**src/hw/rtl/constellation_map_demap_top_assert.svh**
```systemverilog
// Assertion macros for the constellation mapper/demapper.
// Included by constellation_map_demap_top; no other dependencies.
`ifndef CONSTELLATION_MAP_DEMAP_TOP_ASSERT_SVH
`define CONSTELLATION_MAP_DEMAP_TOP_ASSERT_SVH

// Same-cycle implication, disabled during reset
`define CMD_ASSERT_IMPL(label, clk, rst, ante, cons, msg) \
   label: assert property (@(posedge clk) disable iff (rst) (ante) |-> (cons)) \
      else $error(msg);

// Next-cycle implication, disabled during reset
`define CMD_ASSERT_NEXT(label, clk, rst, ante, cons, msg) \
   label: assert property (@(posedge clk) disable iff (rst) (ante) |=> (cons)) \
      else $error(msg);

`endif

```
**src/hw/rtl/cmd_pkg.sv**
```systemverilog
// Shared types and constants of the constellation mapper/demapper.
// No dependencies; used by the channel interfaces and the top level.
`timescale 1ns / 1ps

package cmd_pkg;

   localparam int POINT_WIDTH      = 16;
   localparam int SYM_WIDTH        = 4;
   localparam int NUM_POINTS_WIDTH = 5;
   localparam int OP_WIDTH         = 2;
   localparam int INDEX_WIDTH      = 8;

   localparam logic [NUM_POINTS_WIDTH-1:0] NUM_POINTS_RESET = 5'd16;

   // item operation codes
   localparam logic [OP_WIDTH-1:0] OP_LOAD  = 2'd0;
   localparam logic [OP_WIDTH-1:0] OP_MAP   = 2'd1;
   localparam logic [OP_WIDTH-1:0] OP_DEMAP = 2'd2;

   typedef enum logic [1:0] {
      ST_IDLE,
      ST_MAP,
      ST_SCAN,
      ST_DONE
   } cmd_state_type;

endpackage

```
**src/hw/rtl/cmd_req_if.sv**
```systemverilog
// Request channel of the constellation mapper/demapper: valid/ready plus item fields.
// Depends on cmd_pkg.
`timescale 1ns / 1ps

interface cmd_req_if
   import cmd_pkg::*;
#(
   parameter int SAMPLE_WIDTH = 16
);
   logic                          valid;
   logic                          ready;
   logic [OP_WIDTH-1:0]           op;
   logic [INDEX_WIDTH-1:0]        index;
   logic signed [POINT_WIDTH-1:0] point_re;
   logic signed [POINT_WIDTH-1:0] point_im;
   logic signed [SAMPLE_WIDTH-1:0] sample_re;
   logic signed [SAMPLE_WIDTH-1:0] sample_im;

   modport source (
      output valid, op, index, point_re, point_im, sample_re, sample_im,
      input  ready
   );
   modport sink (
      input  valid, op, index, point_re, point_im, sample_re, sample_im,
      output ready
   );
endinterface

```
**src/hw/rtl/cmd_rsp_if.sv**
```systemverilog
// Response channel of the constellation mapper/demapper: valid/ready plus result fields.
// Depends on cmd_pkg.
`timescale 1ns / 1ps

interface cmd_rsp_if
   import cmd_pkg::*;
();
   logic                          valid;
   logic                          ready;
   logic signed [POINT_WIDTH-1:0] mapped_re;
   logic signed [POINT_WIDTH-1:0] mapped_im;
   logic [SYM_WIDTH-1:0]          symbol_index;
   logic                          index_error;

   modport source (
      output valid, mapped_re, mapped_im, symbol_index, index_error,
      input  ready
   );
   modport sink (
      input  valid, mapped_re, mapped_im, symbol_index, index_error,
      output ready
   );
endinterface

```
**src/hw/rtl/cmd_csr_if.sv**
```systemverilog
// Configuration write channel of the constellation mapper/demapper (point count).
// Depends on cmd_pkg.
`timescale 1ns / 1ps

interface cmd_csr_if
   import cmd_pkg::*;
();
   logic                        valid;
   logic                        ready;
   logic [NUM_POINTS_WIDTH-1:0] data;

   modport source (
      output valid, data,
      input  ready
   );
   modport sink (
      input  valid, data,
      output ready
   );
endinterface

```
**src/hw/rtl/cmd_ram.sv**
```systemverilog
// Generic single-write, single-read RAM with registered read data.
// No dependencies.
`timescale 1ns / 1ps

module cmd_ram #(
   parameter int WIDTH = 32,
   parameter int DEPTH = 16
) (
   input  logic                     clock,
   input  logic                     wr_en,
   input  logic [$clog2(DEPTH)-1:0] wr_addr,
   input  logic [WIDTH-1:0]         wr_data,
   input  logic                     rd_en,
   input  logic [$clog2(DEPTH)-1:0] rd_addr,
   output logic [WIDTH-1:0]         rd_data
);

   logic [WIDTH-1:0] mem_ff [DEPTH];
   logic [WIDTH-1:0] rd_data_ff;

   // write port
   always_ff @(posedge clock) begin
      if (wr_en) begin
         mem_ff[wr_addr] <= wr_data;
      end
   end

   // registered read port
   always_ff @(posedge clock) begin
      if (rd_en) begin
         rd_data_ff <= mem_ff[rd_addr];
      end
   end

   assign rd_data = rd_data_ff;

endmodule

```
**src/hw/rtl/constellation_map_demap_top.sv**
```systemverilog
// Top level of the constellation mapper/demapper: FSM, point table, distance unit.
// Depends on cmd_pkg, cmd_req_if, cmd_rsp_if, cmd_csr_if, cmd_ram and the assert header.
`timescale 1ns / 1ps

// Constellation mapper/demapper. The point table lives in one RAM (re and im side by
// side, one read port, one write port, registered read). Every accepted beat gives
// exactly one response beat. A load goes from idle to done, a map takes its point from
// the RAM in the map state, and a demap scans the M points in use: the distance unit
// (difference, two squarers, add and compare, one pipeline stage each) takes one table
// point per cycle from the RAM read port, so the scan length sets the demap time. The
// block takes one item at a time; while a finished response waits in the output
// register the next item is already accepted. The point count register is written
// over the csr channel, which is always ready and must only be written while idle.

`include "constellation_map_demap_top_assert.svh"

module constellation_map_demap_top
   import cmd_pkg::*;
#(
   parameter int MAX_POINTS   = 16,
   parameter int SAMPLE_WIDTH = 16
) (
   input  logic      clock,
   input  logic      reset,
   cmd_req_if.sink   req_if,
   cmd_rsp_if.source rsp_if,
   cmd_csr_if.sink   csr_if
);

   localparam int AW   = $clog2(MAX_POINTS);
   localparam int CW   = $clog2(MAX_POINTS + 1);
   localparam int DW   = ((SAMPLE_WIDTH > POINT_WIDTH) ? SAMPLE_WIDTH : POINT_WIDTH) + 1;
   localparam int SQW  = 2 * DW;
   localparam int DSTW = SQW + 1;
   localparam int RAMW = 2 * POINT_WIDTH;

   cmd_state_type state_ff, state_in;

   logic [NUM_POINTS_WIDTH-1:0] num_points_ff, num_points_in;
   logic [CW-1:0]               eff_m;
   logic                        idx_ok;
   logic                        req_fire, rsp_fire, csr_fire, out_free;

   // RAM controls
   logic            wr_en, rd_en;
   logic [AW-1:0]   wr_addr, rd_addr;
   logic [RAMW-1:0] wr_data, rd_data;

   // scan issue counter and pipeline
   logic [CW-1:0] issue_cnt_ff, issue_cnt_in;
   logic          issue_go;
   logic signed [SAMPLE_WIDTH-1:0] sample_re_ff, sample_re_in;
   logic signed [SAMPLE_WIDTH-1:0] sample_im_ff, sample_im_in;
   logic          v0_ff, v1_ff, v2_ff;
   logic          last0_ff, last1_ff, last2_ff;
   logic [AW-1:0] tag0_ff, tag1_ff, tag2_ff;
   logic signed [DW-1:0] diff_re, diff_im;
   logic [DW-1:0]   abs_re_ff, abs_re_in, abs_im_ff, abs_im_in;
   logic [SQW-1:0]  sq_re_ff, sq_re_in, sq_im_ff, sq_im_in;
   logic [DSTW-1:0] dist_sum;
   logic [DSTW-1:0] best_dist_ff, best_dist_in;
   logic [AW-1:0]   best_idx_ff, best_idx_in;
   logic            take;
   logic [8:0]      sym_wide;

   // held result and output register
   logic signed [POINT_WIDTH-1:0] res_re_ff, res_re_in, res_im_ff, res_im_in;
   logic [SYM_WIDTH-1:0]          res_sym_ff, res_sym_in;
   logic                          res_err_ff, res_err_in;
   logic                          rsp_valid_ff, rsp_valid_in;
   logic signed [POINT_WIDTH-1:0] rsp_re_ff, rsp_re_in, rsp_im_ff, rsp_im_in;
   logic [SYM_WIDTH-1:0]          rsp_sym_ff, rsp_sym_in;
   logic                          rsp_err_ff, rsp_err_in;

   // clamp the point count to 1..MAX_POINTS
   always_comb begin
      if (num_points_ff == '0) begin
         eff_m = CW'(1);
      end else if (int'(num_points_ff) > MAX_POINTS) begin
         eff_m = CW'(MAX_POINTS);
      end else begin
         eff_m = CW'(num_points_ff);
      end
   end

   assign idx_ok   = (9'(req_if.index) < 9'(eff_m));
   assign req_fire = req_if.valid & req_if.ready;
   assign rsp_fire = rsp_valid_ff & rsp_if.ready;
   assign csr_fire = csr_if.valid & csr_if.ready;
   assign out_free = !rsp_valid_ff || rsp_if.ready;
   assign issue_go = (state_ff == ST_SCAN) && (issue_cnt_ff < eff_m);

   // next state
   always_comb begin
      state_in = state_ff;
      case (state_ff)
         ST_IDLE: begin
            if (req_fire) begin
               case (req_if.op)
                  OP_MAP:   state_in = idx_ok ? ST_MAP : ST_DONE;
                  OP_DEMAP: state_in = ST_SCAN;
                  default:  state_in = ST_DONE;
               endcase
            end
         end
         ST_MAP: state_in = ST_DONE;
         ST_SCAN: begin
            if (v2_ff && last2_ff) begin
               state_in = ST_DONE;
            end
         end
         ST_DONE: begin
            if (out_free) begin
               state_in = ST_IDLE;
            end
         end
         default: state_in = ST_IDLE;
      endcase
   end

   // FSM outputs: handshakes and RAM ports
   always_comb begin
      req_if.ready = (state_ff == ST_IDLE);
      csr_if.ready = 1'b1;
      wr_en        = req_fire && (req_if.op == OP_LOAD) && idx_ok;
      wr_addr      = req_if.index[AW-1:0];
      wr_data      = {req_if.point_re, req_if.point_im};
      if (state_ff == ST_SCAN) begin
         rd_en   = issue_go;
         rd_addr = issue_cnt_ff[AW-1:0];
      end else begin
         rd_en   = req_fire && (req_if.op == OP_MAP) && idx_ok;
         rd_addr = req_if.index[AW-1:0];
      end
   end

   // distance unit: difference, magnitude, squares, sum and compare
   always_comb begin
      diff_re   = DW'(sample_re_ff) - DW'($signed(rd_data[RAMW-1:POINT_WIDTH]));
      diff_im   = DW'(sample_im_ff) - DW'($signed(rd_data[POINT_WIDTH-1:0]));
      abs_re_in = diff_re[DW-1] ? DW'(-diff_re) : DW'(diff_re);
      abs_im_in = diff_im[DW-1] ? DW'(-diff_im) : DW'(diff_im);
      sq_re_in  = SQW'(abs_re_ff) * SQW'(abs_re_ff);
      sq_im_in  = SQW'(abs_im_ff) * SQW'(abs_im_ff);
      dist_sum  = DSTW'(sq_re_ff) + DSTW'(sq_im_ff);
      take      = (tag2_ff == '0) || (dist_sum < best_dist_ff);
      best_dist_in = best_dist_ff;
      best_idx_in  = best_idx_ff;
      if (v2_ff && take) begin
         best_dist_in = dist_sum;
         best_idx_in  = tag2_ff;
      end
      sym_wide = 9'(best_idx_in);
   end

   // item bookkeeping, held result and output register
   always_comb begin
      num_points_in = csr_fire ? csr_if.data : num_points_ff;
      issue_cnt_in  = issue_go ? issue_cnt_ff + CW'(1) : issue_cnt_ff;
      sample_re_in  = sample_re_ff;
      sample_im_in  = sample_im_ff;
      res_re_in     = res_re_ff;
      res_im_in     = res_im_ff;
      res_sym_in    = res_sym_ff;
      res_err_in    = res_err_ff;

      // start of an item: clear the result, latch the sample
      if (req_fire) begin
         issue_cnt_in = '0;
         sample_re_in = req_if.sample_re;
         sample_im_in = req_if.sample_im;
         res_re_in    = '0;
         res_im_in    = '0;
         res_sym_in   = '0;
         res_err_in   = ((req_if.op == OP_LOAD) || (req_if.op == OP_MAP)) && !idx_ok;
      end

      // map: take the point from the RAM read data
      if (state_ff == ST_MAP) begin
         res_re_in = $signed(rd_data[RAMW-1:POINT_WIDTH]);
         res_im_in = $signed(rd_data[POINT_WIDTH-1:0]);
      end

      // demap: the last point leaves the compare stage
      if ((state_ff == ST_SCAN) && v2_ff && last2_ff) begin
         res_sym_in = sym_wide[SYM_WIDTH-1:0];
      end

      // output register: load a finished result, drop a taken beat
      rsp_valid_in = rsp_valid_ff;
      rsp_re_in    = rsp_re_ff;
      rsp_im_in    = rsp_im_ff;
      rsp_sym_in   = rsp_sym_ff;
      rsp_err_in   = rsp_err_ff;
      if ((state_ff == ST_DONE) && out_free) begin
         rsp_valid_in = 1'b1;
         rsp_re_in    = res_re_ff;
         rsp_im_in    = res_im_ff;
         rsp_sym_in   = res_sym_ff;
         rsp_err_in   = res_err_ff;
      end else if (rsp_fire) begin
         rsp_valid_in = 1'b0;
      end
   end

   assign rsp_if.valid        = rsp_valid_ff;
   assign rsp_if.mapped_re    = rsp_re_ff;
   assign rsp_if.mapped_im    = rsp_im_ff;
   assign rsp_if.symbol_index = rsp_sym_ff;
   assign rsp_if.index_error  = rsp_err_ff;

   // control registers
   always_ff @(posedge clock) begin
      if (reset) begin
         state_ff      <= ST_IDLE;
         num_points_ff <= NUM_POINTS_RESET;
         issue_cnt_ff  <= '0;
         v0_ff         <= 1'b0;
         v1_ff         <= 1'b0;
         v2_ff         <= 1'b0;
         rsp_valid_ff  <= 1'b0;
      end else begin
         state_ff      <= state_in;
         num_points_ff <= num_points_in;
         issue_cnt_ff  <= issue_cnt_in;
         v0_ff         <= issue_go;
         v1_ff         <= v0_ff;
         v2_ff         <= v1_ff;
         rsp_valid_ff  <= rsp_valid_in;
      end
   end

   // payload registers
   always_ff @(posedge clock) begin
      sample_re_ff <= sample_re_in;
      sample_im_ff <= sample_im_in;
      tag0_ff      <= issue_cnt_ff[AW-1:0];
      last0_ff     <= (issue_cnt_ff == eff_m - CW'(1));
      tag1_ff      <= tag0_ff;
      last1_ff     <= last0_ff;
      tag2_ff      <= tag1_ff;
      last2_ff     <= last1_ff;
      abs_re_ff    <= abs_re_in;
      abs_im_ff    <= abs_im_in;
      sq_re_ff     <= sq_re_in;
      sq_im_ff     <= sq_im_in;
      best_dist_ff <= best_dist_in;
      best_idx_ff  <= best_idx_in;
      res_re_ff    <= res_re_in;
      res_im_ff    <= res_im_in;
      res_sym_ff   <= res_sym_in;
      res_err_ff   <= res_err_in;
      rsp_re_ff    <= rsp_re_in;
      rsp_im_ff    <= rsp_im_in;
      rsp_sym_ff   <= rsp_sym_in;
      rsp_err_ff   <= rsp_err_in;
   end

   // point table
   cmd_ram #(
      .WIDTH (RAMW),
      .DEPTH (MAX_POINTS)
   ) u_table (
      .clock   (clock),
      .wr_en   (wr_en),
      .wr_addr (wr_addr),
      .wr_data (wr_data),
      .rd_en   (rd_en),
      .rd_addr (rd_addr),
      .rd_data (rd_data)
   );

   // checks
   `CMD_ASSERT_NEXT(a_demap_start, clock, reset,
      req_fire && (req_if.op == OP_DEMAP),
      (state_ff == ST_SCAN) && (issue_cnt_ff == '0), "demap did not start a fresh scan")
   `CMD_ASSERT_NEXT(a_scan_end, clock, reset,
      (state_ff == ST_SCAN) && v2_ff && last2_ff,
      state_ff == ST_DONE, "scan did not finish on its last point")
   `CMD_ASSERT_IMPL(a_one_last, clock, reset, 1'b1,
      $onehot0({v0_ff && last0_ff, v1_ff && last1_ff, v2_ff && last2_ff}),
      "more than one last point in the distance pipeline")

endmodule
```
**src/flat_wrapper.sv**
```systemverilog
// flat-port wrapper written by rule: the top's interface ports become plain ports
module constellation_map_demap_top_flat import cmd_pkg::*;
#(
   parameter int MAX_POINTS   = 16,
   parameter int SAMPLE_WIDTH = 16
)
  (clock, reset, req_if_valid, req_if_op, req_if_index, req_if_point_re, req_if_point_im, req_if_sample_re, req_if_sample_im, req_if_ready, rsp_if_valid, rsp_if_mapped_re, rsp_if_mapped_im, rsp_if_symbol_index, rsp_if_index_error, rsp_if_ready, csr_if_valid, csr_if_data, csr_if_ready);
  cmd_req_if #(.SAMPLE_WIDTH(SAMPLE_WIDTH)) req_if_i ();
  cmd_rsp_if rsp_if_i ();
  cmd_csr_if csr_if_i ();
  input  logic clock;
  input  logic reset;
  input wire logic [$bits(req_if_i.valid)-1:0] req_if_valid;
  input wire logic [$bits(req_if_i.op)-1:0] req_if_op;
  input wire logic [$bits(req_if_i.index)-1:0] req_if_index;
  input wire logic [$bits(req_if_i.point_re)-1:0] req_if_point_re;
  input wire logic [$bits(req_if_i.point_im)-1:0] req_if_point_im;
  input wire logic [$bits(req_if_i.sample_re)-1:0] req_if_sample_re;
  input wire logic [$bits(req_if_i.sample_im)-1:0] req_if_sample_im;
  output wire logic [$bits(req_if_i.ready)-1:0] req_if_ready;
  output wire logic [$bits(rsp_if_i.valid)-1:0] rsp_if_valid;
  output wire logic [$bits(rsp_if_i.mapped_re)-1:0] rsp_if_mapped_re;
  output wire logic [$bits(rsp_if_i.mapped_im)-1:0] rsp_if_mapped_im;
  output wire logic [$bits(rsp_if_i.symbol_index)-1:0] rsp_if_symbol_index;
  output wire logic [$bits(rsp_if_i.index_error)-1:0] rsp_if_index_error;
  input wire logic [$bits(rsp_if_i.ready)-1:0] rsp_if_ready;
  input wire logic [$bits(csr_if_i.valid)-1:0] csr_if_valid;
  input wire logic [$bits(csr_if_i.data)-1:0] csr_if_data;
  output wire logic [$bits(csr_if_i.ready)-1:0] csr_if_ready;
  assign req_if_i.valid = req_if_valid;
  assign req_if_i.op = req_if_op;
  assign req_if_i.index = req_if_index;
  assign req_if_i.point_re = req_if_point_re;
  assign req_if_i.point_im = req_if_point_im;
  assign req_if_i.sample_re = req_if_sample_re;
  assign req_if_i.sample_im = req_if_sample_im;
  assign req_if_ready = req_if_i.ready;
  assign rsp_if_valid = rsp_if_i.valid;
  assign rsp_if_mapped_re = rsp_if_i.mapped_re;
  assign rsp_if_mapped_im = rsp_if_i.mapped_im;
  assign rsp_if_symbol_index = rsp_if_i.symbol_index;
  assign rsp_if_index_error = rsp_if_i.index_error;
  assign rsp_if_i.ready = rsp_if_ready;
  assign csr_if_i.valid = csr_if_valid;
  assign csr_if_i.data = csr_if_data;
  assign csr_if_ready = csr_if_i.ready;
  constellation_map_demap_top #(.MAX_POINTS(MAX_POINTS), .SAMPLE_WIDTH(SAMPLE_WIDTH)) u_core (.clock(clock), .reset(reset), .req_if(req_if_i), .rsp_if(rsp_if_i), .csr_if(csr_if_i));
endmodule
```
**config.mk**
```make
export PLATFORM = sky130hd
export DESIGN_NAME = constellation_map_demap_top_flat
export DESIGN_NICKNAME = d
export VERILOG_FILES = /design/src/hw/rtl/cmd_pkg.sv /design/src/hw/rtl/cmd_req_if.sv /design/src/hw/rtl/cmd_rsp_if.sv /design/src/hw/rtl/cmd_csr_if.sv /design/src/hw/rtl/cmd_ram.sv /design/src/hw/rtl/constellation_map_demap_top.sv /design/src/flat_wrapper.sv
export VERILOG_INCLUDE_DIRS = /design/src /design/src/hw/rtl
export SDC_FILE = /design/constraint.sdc
export NUM_CORES = 2
export LEC_CHECK = 0
export ABC_AREA = 0
export BUFFER_PORTS_ARGS = -buffer_cell sky130_fd_sc_hd__buf_4
export CAP_MARGIN = 20
export CORE_ASPECT_RATIO = 0.6
export CORE_MARGIN = 2
export CORE_UTILIZATION = 35
export DETAILED_ROUTE_END_ITERATION = 12
export GPL_TIMING_DRIVEN = 0
export PLACE_DENSITY_LB_ADDON = 0.08
export RECOVER_POWER = 100
export SLEW_MARGIN = 30
export SYNTH_ARGS = -nofsm -noshare
export SYNTH_HDL_FRONTEND = slang
export SYNTH_SLANG_ARGS = --single-unit
```
**constraint.sdc**
```tcl
create_clock -name clock -period 9.4 [get_ports clock]
set_input_delay 0 -clock clock [delete_from_list [all_inputs] [get_ports clock]]
set_output_delay 0 -clock clock [all_outputs]
set_load 0.005 [all_outputs]
```
==> results.toml <==
[detailed_routing]
drtIter0Drc = 2337
num_vias = 29300
drt-vias-per-instance = 4.76
first_pass_iters = 5
drc = 0
post_drt_wl_per_cell_um = 21.5
finalWirelength_um = 132000
ant_nets = 0

[placement]
portBuffers = 121
gp_congestion = 0.826
dpl.hpwl_um = 104000

[die]
coreArea_um2 = 140000
fp-row-count = 106
die-area_um2 = 144000
ios = 124
die_w_um = 489
chipHeight_um = 295
initial_core_util = 0.354

[global_routing]
grt_max_degree = 33
overflow = 0
grt_pass1_wl_um = 201000
grt_pass1_vias = 30400
grt_usage = 0.189
antenna_found_initial = 10

[clock_network]
path_clk_slew_ns = 0.07
cts_made_buffers = 83
cts_tree = "yes"
h-tree-depth = 3
clk_path_buf_depth = 3
cts.sinks = 820
root_buffer = "clkbuf_16"
clk_latency_ns = 0.69

[synth]
avgSynthCellArea_um2 = 12.8
syn_area_um2 = 49400
syn-num-nets = 4657
ys_types = 82
synth_edf_count = 685
yosysSeqAreaShare = 0.471
synthFlopType = "edfxtp_1"
yosys_warnings = 0
ys_async_sr_fraction = 0
ys_ff_latch = 820
syn_inst = 3851

[timing]
rsz0062_at_grt = "no"
fin_tns_setup_ns = 0
fin_crit_sh = 0.817
fin_crit_ns = 7.68
finalSetupViolations = 0
relSlewSlack = -0.411
slew_violations = 130
tightest_slew_ns = 2.12
finalHoldViolCount = 1
fmax_ghz = 0.130
worst_hold_slack_ns = -0.00156
skew_ns = 0.0491

[job]
cap_violations = 8

[run_status]
violations = "negative hold slack, max-capacitance violations, max-slew violations"
run_status = "finished with violations"

[setup_path]
cp_num_buf_inv = 6
cpLargestDelayFamily = "adder cells"
cp-start-kind = "flop"
cp.arrival_ns = 8.27
cpMostUsedCell = "fa_1"
path_cells = "clkbuf_1 -> nand2_1 -> fa_1 -> inv_1 -> fa_1 -> inv_1 -> fa_1 -> inv_1 -> fa_1 -> fa_1 -> inv_1 -> fa_1 -> inv_1 -> ha_1 -> a21oi_1 -> nand2_1 -> o311ai_0 -> a211oi_1 -> o21ai_0 -> o211a_1 -> o21bai_1 -> a21oi_1 -> xnor2_1"
worst-path-max-fanout = 10
cpMaxStageDelayCell = "dfxtp_1"
r2r_slack_ns = 1.72
critPathMaxStageDelay_ns = 0.66
required_ns = 9.99
worstSetupPathType = "reg2reg"
endpoint_kind = "flop"

[finish]
syn2layout_area_growth_pct = 14.4
layout.nets = 5006
drive_gt1_frac = 0.0899

[min_path]
hold_path_class = "in2reg"
stage by stage:
stage	area [µm²]	util	cells	setup WS, ns	hold WS [ns]
5_1_grt	56500	0.404	6160	1.21	-0.0118
4_1_cts	57600	0.412	6160	1.60	0.00429
2_1_floorplan	49400	-	3851	3.35	0.0989
3_5_place_dp	53700	0.385	5913	1.64	0.181
6_report	56500	0.404	6161	1.72	-0.00156
3_3_place_gp	52600	0.377	5862	0.833	0.179
sequential cells by signal, summed over array words and instances, names as in the netlist, 5 cells and up:
register                 count
u_core.u_table.rd_data      32
u_core.u_table.mem_ff      512
u_core.abs_im_ff            17
u_core.res_re_ff            16
u_core.num_points_ff         5
u_core.sq_im_ff             33
u_core.sample_im_ff         16
u_core.sample_re_ff         16
u_core.best_dist_ff         35
u_core.res_im_ff            16
u_core.rsp_if.mapped_im     16
u_core.sq_re_ff             33
u_core.rsp_if.mapped_re     16
u_core.abs_re_ff            17
u_core.issue_cnt_ff          5
Yosys cell counts, drive strengths merged, types with 5 or more instances:
library cell,instances,area share
xnor2,112,0.020
ha,340,0.086
xor2,43,0.0076
mux2,9,0.0021
and2,170,0.022
nor3,32,0.0037
o211ai,17,0.0026
nor3b,5,0.00076
nor2,131,0.010
o31a,5,0.00091
or2,15,0.0019
a211oi,49,0.0075
o21a,16,0.0024
edfxtp,685,0.42
buf,21,0.0019
o21ai,64,0.0066
o21bai,16,0.0024
or3,8,0.0012
nand2,302,0.023
nor4,9,0.0011
nand4,20,0.0025
nor2b,29,0.0037
mux2i,12,0.0024
a31oi,48,0.0061
and3,12,0.0015
nand3,19,0.0019
mux4,128,0.058
inv,670,0.051
dfxtp,135,0.055
a21o,58,0.0088
a21boi,5,0.00076
clkbuf,88,0.0067
nand2b,23,0.0029
and4,7,0.0012
fa,382,0.15
a21oi,100,0.010
logic make-up (layout without fill, tap and decap cells):
family,after synthesis,in the layout,share of synthesized area
adder cells (fa/ha/maj),722,722,0.241
AND/OR/NAND/NOR,797,797,0.0800
XOR/XNOR,155,155,0.0275
multiplexers,149,149,0.0629
other,1,2,0.0000760
flip-flops,820,820,0.471
buffers and inverters,780,1199,0.0596
AO/OA/AOI/OAI,427,427,0.0574
final timing paths:
kind | from | end | depth (start not counted)
setup reg to reg | u_core.abs_re_ff[5] | u_core.sq_re_ff[32] | 23
hold / removal | req_if_index[0] | u_core.u_table.mem_ff[11][25] | 3
setup / recovery | u_core.abs_re_ff[5] | u_core.sq_re_ff[32] | 23
hold reg to reg | u_core.tag0_ff[1] | u_core.tag1_ff[1] | 0
area by class of cell:
| type | instances | area [µm²] |
|---|---|---|
| Fill cell | 13400 | 83200 |
| Sequential cell | 820 | 23300 |
| Multi-Input combinational cell | 2251 | 23200 |
| Inverter | 671 | 2520 |
| Tap cell | 1890 | 2360 |
| Clock buffer | 99 | 2190 |
| Timing Repair Buffer | 264 | 1820 |
| Clock inverter | 56 | 731 |
| Buffer | 109 | 425 |
| Antenna cell | 1 | 2.50 |
what timing repair did:
item / in CTS / in global routing
hold endpoints to repair: 567 / 0
gates resized for setup: 0 / 0
hold buffers: 92 / 0
buffers inserted: 0 / 0
per-layer routing:
layer | up-vias | wire length, µm | part of all wire | track usage
met2 | 660 | 47900 | 0.36 | 0.236
met3 | 91 | 7740 | 0.059 | 0.0329
met5 | - | 0 | 0 | 0
li1 | 13900 | - | - | -
met1 | 14700 | 75300 | 0.57 | 0.331
met4 | 0 | 1440 | 0.011 | 0.0270
tightest hold or removal path, stage by stage:
cell and delay (ns):
buf_4 0.14, nand4_1 0.18, nor2_1 0.16
cells in the final DEF (no fill, tap or decap), types with 92 or more instances in the layout:
cell           Yosys  routed
a21oi_1           99     100
and2_1           168     146
clkbuf_1          88     212
dfxtp_1          135     135
dlygate4sd3_1      0      92
edfxtp_1         685     685
fa_1             382     382
ha_1             340     340
inv_1            670     670
mux4_2           128     128
nand2_1          302     302
nor2_1           131     131
xnor2_1          112     112
Power is left out: the tool's default activity adds up to more than one toggle a clock period on the data nets, which glitch-free logic cannot reach.
